[src/nsp_fifo.sv]
// nsp_fifo: small register queue between front and back
// generic width and depth, no package dependency
module nsp_fifo #(
    parameter int WIDTH = 8,
    parameter int DEPTH = 4
) (
    input  logic             clk,
    input  logic             rst_n,
    input  logic             push,
    input  logic [WIDTH-1:0] push_data,
    input  logic             pop,
    output logic [WIDTH-1:0] pop_data,
    output logic             full,
    output logic             empty
);
    localparam int PW = (DEPTH > 1) ? $clog2(DEPTH) : 1;
    localparam int CW = $clog2(DEPTH + 1);

    logic [WIDTH-1:0] mem [DEPTH];
    logic [PW-1:0]    wr_ptr_reg, wr_ptr_next;
    logic [PW-1:0]    rd_ptr_reg, rd_ptr_next;
    logic [CW-1:0]    count_reg, count_next;

    assign full     = (count_reg == CW'(DEPTH));
    assign empty    = (count_reg == '0);
    assign pop_data = mem[rd_ptr_reg];

    always_comb
    begin
        wr_ptr_next = wr_ptr_reg;
        rd_ptr_next = rd_ptr_reg;
        count_next  = count_reg;
        if (push)
        begin
            wr_ptr_next = (wr_ptr_reg == PW'(DEPTH - 1)) ? '0 : wr_ptr_reg + 1'b1;
        end
        if (pop)
        begin
            rd_ptr_next = (rd_ptr_reg == PW'(DEPTH - 1)) ? '0 : rd_ptr_reg + 1'b1;
        end
        if (push && !pop)
        begin
            count_next = count_reg + 1'b1;
        end
        else if (pop && !push)
        begin
            count_next = count_reg - 1'b1;
        end
    end

    always_ff @(posedge clk or negedge rst_n)
    begin
        if (!rst_n)
        begin
            wr_ptr_reg <= '0;
            rd_ptr_reg <= '0;
            count_reg  <= '0;
        end
        else
        begin
            wr_ptr_reg <= wr_ptr_next;
            rd_ptr_reg <= rd_ptr_next;
            count_reg  <= count_next;
        end
    end

    always_ff @(posedge clk)
    begin
        if (push)
        begin
            mem[wr_ptr_reg] <= push_data;
        end
    end

    a_no_push_full: assert property (@(posedge clk) disable iff (!rst_n)
        push |-> !full) else $error("push into full queue");
    a_no_pop_empty: assert property (@(posedge clk) disable iff (!rst_n)
        pop |-> !empty) else $error("pop from empty queue");
    a_count_hold: assert property (@(posedge clk) disable iff (!rst_n)
        (push == pop) |=> $stable(count_reg)) else $error("queue count drift");

endmodule

[config.mk]
export PLATFORM = sky130hd
export DESIGN_NAME = nsp_fifo
export DESIGN_NICKNAME = d
export VERILOG_FILES = /design/src/nsp_fifo.sv
export SDC_FILE = /design/constraint.sdc
export NUM_CORES = 1
export LEC_CHECK = 0
export BUFFER_PORTS_ARGS = -buffer_cell sky130_fd_sc_hd__buf_4
export CAP_MARGIN = 15
export CORE_MARGIN = 2
export CORE_UTILIZATION = 40
export DETAILED_ROUTE_END_ITERATION = 8
export MAX_ROUTING_LAYER = met4
export PLACE_DENSITY_LB_ADDON = 0.3
export RECOVER_POWER = 50
export SLEW_MARGIN = 20
export SYNTH_ARGS = -nofsm -noshare
export SYNTH_HDL_FRONTEND = slang
export SYNTH_SLANG_ARGS = --single-unit
[constraint.sdc]
create_clock -name clk -period 2.4 [get_ports clk]
set_clock_uncertainty 0.15 [all_clocks]
set_input_delay 0.24 -clock clk [delete_from_list [all_inputs] [get_ports clk]]
set_output_delay 0.24 -clock clk [all_outputs]
set_load 0.05 [all_outputs]
==> impl_metrics.yaml <==
cts:
  cts_root_buf: "clkbuf_8"
  htreeDepth: 2
  ctsResizeCount: 0
  cts_sinks: 39
  clock_latency_ns: 0.29
  cts_made_buffers: 5
  cts_tree: "done"
  cts_buffer_depth: 2
  path_clk_slew_ns: 0.07
hold_path:
  hold_path_end: "wr_ptr_reg[0]$_DFFE_PN0P_"
  hold_depth: 2
  min_from: "push"
  hold_class: "in -> reg"
power_and_ir_drop:
  ir_drop_v: 0.000471
  power.density_mw_per_mm2: 1270
  power.total_mw: 2.47
  leakage_nw: 0.711
detailed_routing:
  wl_per_cell_um: 13.4
  avgViaCountPerCell: 4.74
  wirelength_um: 2180
  drc: 0
  via_count: 772
  drtIter0Drc: 30
  firstDrtPassIters: 4
  detail-route-antenna-nets: 0
place:
  portBuffers: 21
  pre_cts_slack_ns: 0.485
  hpwl_um: 1500
  dpl_cell_area_mm2: 0.00177
  gp_congestion: 0.666
  place_inst: 146
timing:
  hold-worst-slack_ns: 0.0394
  final_max_slew_viol_count: 0
  worstMarginPinSlew_ns: 0.618
  finalSetupViolations: 0
  fin_setup_tns_ns: 0
  period_share_pct: 90.3
  setup_slack_ns: 0.232
  final-hold-violation-count: 0
  max_freq_mhz: 461
  layout_min_cycle_time_ns: 2.17
  rsz0062_at_grt: "no"
  slew_headroom_pct: 58.8
critical_path:
  cp.arrival_ns: 1.78
  startpoint_type: "flop"
  critPathCaptureType: "output pin"
  crit_required_ns: 2.01
  max_stage_delay_ns: 0.71
  crit_buf_inv: 1
  cpMaxStageDelayCell: "dfrtp_1"
  r2r_cells: 2
  cpLargestDelayFamily: "flip-flops"
  r2r_slack_ns: 0.81
  path_class: "reg -> out"
  r2r-end: "mem[3][2]$_DFFE_PP_"
  r2r_start: "wr_ptr_reg[0]$_DFFE_PN0P_"
  path_max_fanout: 11
  path_cells: "mux4_2, buf_4"
logic_synthesis:
  postSynthRegisterBits: 39
  ys_warn_count: 0
  synth.avg_cell_area_um2: 19.9
  synthCells: 79
  synth_fp_nets: 98
  yosysSeqAreaShare_pct: 72.4
  syn_area_mm2: 0.00157
  synth_cell_types: 18
grt:
  grt_pass1_vias: 837
  overflow: 0
  grt_max_degree: 14
  grt_first_pass_wirelength_um: 3750
  antenna_found_initial: 0
  grt_usage_pct: 12.6
cells_and_area:
  syn_to_final_growth_pct: 23.6
  nFillCells: 317
  final_cell_mix: "edfxtp_1 (32), buf_4 (12), dlygate4sd3_1 (9), clkbuf_1 (9), mux4_2 (8)"
  fin_cells: 163
  drive_above_1_share_pct: 27.0
  multi_input_area_um2: 399
  final_common_cell: "edfxtp_1"
  antenna_cells: 0
  fin_area_mm2: 0.00194
  postLayoutCoreUtil_pct: 52.2
  largest_reg_flops: 32
  layout.area.seq_mm2: 0.00114
  nets: 133
run:
  drv_cap: 0
floorplan:
  core_mm2: 0.00372
  die-area_mm2: 0.00444
  num_io_pins: 22
  fp.dieH_um: 66.7
  die_w_um: 66.7
  row_count: 22
  start_util_pct: 42.3
outcome:
  status: "completed"
cells by family after synthesis:
kind of cell	after synthesis	share of synthesized area [%]
DFF	39	72.4
adders and majority gates	7	6.06
and+or+nand+nor	10	3.43
buffers and inverters	7	2.23
xor gates and xnor gates	3	1.67
muxes	11	13.6
AOI/OAI and AO/OA	2	0.637
synth_stat cells:
library cell / n / share of area (%)
buf_6: 1 / 0.72
inv_1: 5 / 1.2
buf_2: 1 / 0.32
mux4_2: 8 / 11
nor3_1: 1 / 0.32
dfrtp_1: 7 / 11
nor2_1: 2 / 0.48
nor3b_1: 1 / 0.48
and2_1: 4 / 1.6
o21ai_0: 2 / 0.64
fa_1: 1 / 1.3
mux2_2: 3 / 2.2
xor2_1: 2 / 1.1
nand2_1: 1 / 0.24
xnor2_1: 1 / 0.56
nand3_1: 1 / 0.32
edfxtp_1: 32 / 61
ha_1: 6 / 4.8
worst max-delay path by stage:
| stage | start | end | slack (ns) | cells after the start |
|---|---|---|---|---|
| after floorplan | count_reg[0]$_DFFE_PN0P_ | full | 0.43 | 1 |
| after detailed placement | rd_ptr_reg[0]$_DFFE_PN0P_ | pop_data[3] | 0.48 | 2 |
| after CTS | rd_ptr_reg[0]$_DFFE_PN0P_ | pop_data[3] | 0.17 | 2 |
| after global placement | rd_ptr_reg[0]$_DFFE_PN0P_ | pop_data[6] | 0.50 | 2 |
| after global routing | rd_ptr_reg[0]$_DFFE_PN0P_ | pop_data[0] | 0.08 | 2 |
| final | rd_ptr_reg[0]$_DFFE_PN0P_ | pop_data[3] | 0.23 | 2 |
cell type report:
type,instances,share of cell area (%)
Tap cell,48,3.09
Sequential cell,39,58.5
Clock inverter,3,2.26
Timing Repair Buffer,30,11.0
Inverter,5,0.967
Clock buffer,5,3.55
Multi-Input combinational cell,33,20.6
power breakdown:
group / internal (mW) / total (mW) / switching [mW] / leakage, nW
Sequential: 0.890 / 1.03 / 0.135 / 0.377
Combinational: 0.367 / 0.914 / 0.547 / 0.276
Clock: 0.309 / 0.528 / 0.219 / 0.0581
Total: 1.57 / 2.47 / 0.901 / 0.711
timing repair:
action	CTS	global route
setup buffers	0	0
hold endpoints to repair	39	0
hold buffers	9	0
metal layers:
layer,vias to the layer above,wire length [um],track usage (%)
li1,367,-,-
met1,380,898,14.8
met2,19,1130,19.0
met3,6,103,3.55
met4,0,53,8.42
met5,-,0,-
No activity file was read; power rests on OpenSTA's default activity.
