--- src/nsp_pkg.sv ---
// nsp_pkg: shared types and constants for the nearest segment search
// used by nsp_front, nsp_back and nearest_segment_to_point
package nsp_pkg;

    localparam int MAX_SEGMENTS_DEF = 8192;
    localparam int QUEUE_DEPTH      = 4;
    localparam int DIV_STEPS        = 50;   // quotient is at most |v|^2 < 2^50
    localparam int IDX_OUT_W        = 13;

    localparam logic [1:0] REG_QUERY_X = 2'd0;
    localparam logic [1:0] REG_QUERY_Y = 2'd1;
    localparam logic [1:0] REG_RADIUS  = 2'd2;

    // classified segment handed from front to back
    typedef struct packed {
        logic               hit;
        logic               last;
        logic signed [24:0] vx;
        logic signed [24:0] vy;
        logic signed [24:0] wx;
        logic signed [24:0] wy;
        logic signed [16:0] dx;
        logic signed [16:0] dy;
    } nsp_entry_t;

    typedef enum logic [3:0] {
        B_IDLE,
        B_MUL,
        B_SUM,
        B_CLS,
        B_TMUL,
        B_TSUM,
        B_DIV,
        B_SUB,
        B_CMP,
        B_OUT
    } nsp_state_t;

endpackage

--- src/nsp_front.sv ---
// nsp_front: accepts segments, numbers them, tests the grown box
// and forms the difference vectors; depends on nsp_pkg
module nsp_front #(
    parameter int MAX_SEGMENTS = nsp_pkg::MAX_SEGMENTS_DEF,
    parameter int IDX_W        = $clog2(MAX_SEGMENTS)
) (
    input  logic                clk,
    input  logic                rst_n,
    input  logic                in_valid,
    output logic                in_ready,
    input  logic signed [15:0]  start_x,
    input  logic signed [15:0]  start_y,
    input  logic signed [15:0]  end_x,
    input  logic signed [15:0]  end_y,
    input  logic                last,
    input  logic signed [23:0]  query_x,
    input  logic signed [23:0]  query_y,
    input  logic [22:0]         search_radius,
    input  logic                queue_full,
    output logic                push,
    output nsp_pkg::nsp_entry_t push_entry,
    output logic [IDX_W-1:0]    push_index
);
    import nsp_pkg::*;

    logic [IDX_W-1:0]   count_reg, count_next;
    logic signed [25:0] sx, sy, ex, ey, qx, qy, r;
    logic signed [25:0] lox, hix, loy, hiy;
    logic               in_box;

    assign in_ready = !queue_full;
    assign push     = in_valid && !queue_full;

    always_comb
    begin
        sx = 26'({start_x, 8'b0});
        sy = 26'({start_y, 8'b0});
        ex = 26'({end_x, 8'b0});
        ey = 26'({end_y, 8'b0});
        sx = $signed({{2{start_x[15]}}, start_x, 8'b0});
        sy = $signed({{2{start_y[15]}}, start_y, 8'b0});
        ex = $signed({{2{end_x[15]}}, end_x, 8'b0});
        ey = $signed({{2{end_y[15]}}, end_y, 8'b0});
        qx = 26'(query_x);
        qy = 26'(query_y);
        r  = $signed({3'b0, search_radius});
        lox = ((sx < ex) ? sx : ex) - r;
        hix = ((sx < ex) ? ex : sx) + r;
        loy = ((sy < ey) ? sy : ey) - r;
        hiy = ((sy < ey) ? ey : sy) + r;
        in_box = (qx >= lox) && (qx <= hix) && (qy >= loy) && (qy <= hiy);

        push_entry.hit  = in_box;
        push_entry.last = last;
        push_entry.vx   = 25'(qx - sx);
        push_entry.vy   = 25'(qy - sy);
        push_entry.wx   = 25'(qx - ex);
        push_entry.wy   = 25'(qy - ey);
        push_entry.dx   = 17'(end_x) - 17'(start_x);
        push_entry.dy   = 17'(end_y) - 17'(start_y);
        push_index      = count_reg;

        count_next = count_reg;
        if (push)
        begin
            if (last || count_reg == IDX_W'(MAX_SEGMENTS - 1))
            begin
                count_next = '0;
            end
            else
            begin
                count_next = count_reg + 1'b1;
            end
        end
    end

    always_ff @(posedge clk or negedge rst_n)
    begin
        if (!rst_n)
        begin
            count_reg <= '0;
        end
        else
        begin
            count_reg <= count_next;
        end
    end

endmodule

--- config.mk ---
export PLATFORM = sky130hd
export DESIGN_NAME = nsp_front
export DESIGN_NICKNAME = d
export VERILOG_FILES = /design/src/nsp_pkg.sv /design/src/nsp_front.sv
export SDC_FILE = /design/constraint.sdc
export NUM_CORES = 1
export LEC_CHECK = 0
export BUFFER_PORTS_ARGS = -buffer_cell sky130_fd_sc_hd__buf_2
export CAP_MARGIN = 15
export CORE_ASPECT_RATIO = 1.5
export CORE_MARGIN = 2
export CORE_UTILIZATION = 55
export CTS_CLUSTER_SIZE = 16
export DETAILED_ROUTE_END_ITERATION = 12
export PLACE_DENSITY = 0.79
export RECOVER_POWER = 50
export SLEW_MARGIN = 20
export SYNTH_ARGS = -nofsm -noshare
export SYNTH_HDL_FRONTEND = slang
export SYNTH_SLANG_ARGS = --single-unit
--- constraint.sdc ---
create_clock -name clk -period 11.35 [get_ports clk]
set_input_delay 2.27 -clock clk [delete_from_list [all_inputs] [get_ports clk]]
set_output_delay 2.27 -clock clk [all_outputs]
set_load 0.02 [all_outputs]
==> metrics.md <==
| Metric | Value |
|---|---|
| Status | `complete, no violations` |
| DRT Pass-1 Iters | `5` |
| Main combinational cell family by area after synthesis | `adder cells` |
| Vias per cell | `5.98` |
| Core area | `21000 sq um` |
| NumNets Final | `2225` |
| Most frequent cells in the layout | `292 x ha_1, 225 x buf_2, 150 x inv_1` |
| Slew Limit Headroom | `48.3%` |
| Worst skew pair latency | `0.24 ns` |
| Initial antenna violation count | `3` |
| Largest net degree at the start of global routing | `23` |
| DR WL/cell | `16.8 microns` |
| Synth cell types | `71` |
| Post-route ant nets | `0` |
| Synthesized area | `11700 sq um` |
| Reg2Reg Depth | `8` |
| Pins Over Slew Limit | `0` |
| Fin. Hold Viols | `0` |
| Hold Crit Endpoint | `push_index[12]` |
| Clock sink count | `13` |
| Most used cell, CP | `ha_1` |
| Remaining DRCs | `0` |
| Die height | `183 microns` |
| Synthesized instance count | `1527` |
| Initial core utilization | `55.7%` |
| XOR/XNOR share of the synthesized area | `10.3%` |
| Seq/Total Area, Yosys | `2.78%` |
| Synth Area in Compound Gates | `23.2%` |
| HP Class | `flop to flop` |
| Final Wtd Congestion | `0.958` |
| Max reg flops | `13` |
| Area leader, netlist | `ha_1` |
| PwrDens | `96.4 nW/um^2` |
| Reg2reg start | `push_index[0]` |
| Crit path largest cell delay | `0.44 ns` |
| Die area | `22500 sq um` |
| Hold WS | `0.530 ns` |
| Post-place instance area | `13200 sq um` |
| Post-synthesis register bit count | `13` |
| TritonCTS Buffers | `3` |
| Port Buffers | `290` |
| Drt initial violations | `413` |
| Worst-path clk slew | `0.04 ns` |
| Synth warn | `0` |
| Vias in the first global route | `12100` |
| Root Driver | `clkbuf_16` |
| Period utilization | `97.2%` |
| Synth Area in Adders | `32.6%` |
| Slowest CP cell | `nor4_2` |
| Internal reg-to-reg setup slack | `8.92 ns` |
| Final wirelength | `34.5 mm` |
| Worst hold stages | `1` |
| Clock tree buffer depth | `2` |
| Top Ports | `291` |
| Global Route Usage Sum | `29.3%` |
| Post-synth EDFFs | `0` |
| Least-Margin Pin Slew | `0.776 ns` |
| RR Endpoint | `push_index[3]` |
| Commonest non-fill, non-tap cell in the layout | `ha_1` |
| Final Critical Period | `11.03 ns` |
| Setup Skew | `0.00355 ns` |
| Final setup violation count | `0` |
| Ys async rst share | `100%` |
| H-tree depth | `1` |
| CTS tree | `done` |
| Fmax | `0.0907 GHz` |
| Mux share of post-synthesis cell area | `5.65%` |
| Worst Path Arrival | `8.76 ns` |
| Global-route wire length before repair | `54.2 mm` |
| Syn_area_per_cell | `7.65 sq um` |
| VDD IR-drop max | `0.0856 mV` |
| HPWL Detailed | `30.5 mm` |
| Layout overhead on the synthesized area | `13.6%` |
| Design area | `13300 sq um` |
| Main synth FF type | `dfrtp_1` |
| Share of layout cells above drive strength 1 | `15.3%` |
| Post-synth net total | `1967` |
| Max cap viols | `0` |
| # rows | `65` |
| LEAKAGE | `6.84 nW` |
| Critical path type | `primary input to output port` |
| Die width | `123 microns` |
| Post-synth top area share | `31.3%` |
| Hold Crit Start | `push_index[12]` |
| Grt total ovfl | `0` |
| Simple-gate share of the synthesized area | `17.7%` |
| Largest fanout on the critical path | `7` |
| Via count | `12300` |
| FILL cells | `1970` |
| CTS Hold Buffers Added | `0` |
| Worst Setup End Kind | `output port` |
| Leading post-synthesis cells by cell area | `ha_1 31%, xnor2_1 6.9%, mux2i_1 5.7%, inv_1 4.8%, a21oi_1 4.6%` |
| Startpoint types | `primary input` |
| Critical Path RT | `9.08 ns` |
-- where the power goes --
part	internal, mW	switching [mW]
clock network	0.0469	0.0198
registers	0.0481	0.00205
logic	0.481	0.681
-- per-layer routing --
metal  vias up  global-route usage, %  part of all wire, %
met3        94                   1.09                  3.9
met5         -                      0                    0
met1      5736                   31.5                   39
met2       397                   57.0                   52
met4         0                   13.8                  5.0
li1       6069                      -                    -
-- through the flow --
stage / std cells / setup TNS, ns / setup WS, ns / power (mW) / utilization [%]
global route: 2055 / -0.00825 / -0.00825 / 1.40 / 63.2
CTS: 2049 / 0 / 0.0165 / 1.27 / 63.2
global placement: 2045 / 0 / 0.125 / 1.17 / 62.9
finish: 2055 / 0 / 0.323 / 1.28 / 63.2
detailed placement: 2045 / 0 / 0.0308 / 1.19 / 62.9
floorplan: 1527 / 0 / 1.10 / 0.898 / -
-- worst max path at each step --
stage / from / end / depth (start not counted)
floorplan: start_x[2] / push_entry[135] / 28
finish: start_x[1] / push_entry[135] / 29
global route: start_y[4] / push_entry[135] / 29
CTS: start_x[1] / push_entry[135] / 29
detailed placement: start_x[1] / push_entry[135] / 29
global placement: start_x[1] / push_entry[135] / 29
-- area by class of cell --
type,count,area (sq um),area share (%)
multi-input cells,1318,10500,79.3
repair buffers,298,1440,10.8
inverters,151,567,4.27
well taps,268,335,2.53
flip-flops and latches,13,325,2.45
clock buffers,3,75.1,0.566
diodes,3,7.51,0.0566
clock inverters,1,5.00,0.0377
-- logic make-up after synthesis --
| family | Yosys count |
|---|---|
| flip-flops | 13 |
| AO/OA/AOI/OAI | 402 |
| XOR/XNOR | 137 |
| multiplexers | 66 |
| adder cells (fa/ha/maj) | 300 |
| buffers and inverters | 196 |
| AND/OR/NAND/NOR | 413 |
-- synth_stat cells, types with 18 or more instances --
cell type / instances
nand2_1: 77
nor2b_1: 32
a21oi_1: 107
inv_1: 150
nor3_1: 42
xnor2_1: 92
nand2b_1: 23
a31oi_1: 18
buf_4: 37
nand4_1: 26
nor2_1: 106
ha_1: 292
o21a_1: 27
xor2_1: 45
mux2i_1: 66
nand3_1: 43
or3_1: 19
o21ai_0: 70
a21o_1: 42
-- timing repair --
action	in CTS	in global routing
buffers inserted	0	3
endpoints found under the setup margin	0	1
gates resized for setup	0	16
-- critical path: cells and delay by family --
family                   cells  cell delay [ns]
adder cells (fa/ha/maj)      3             0.94
AND/OR/NAND/NOR              5             1.34
AO/OA/AOI/OAI               13             2.78
buffers and inverters        4             0.69
multiplexers                 2             0.38
XOR/XNOR                     2             0.35
Note: power is estimated with default switching activity, not from simulation.
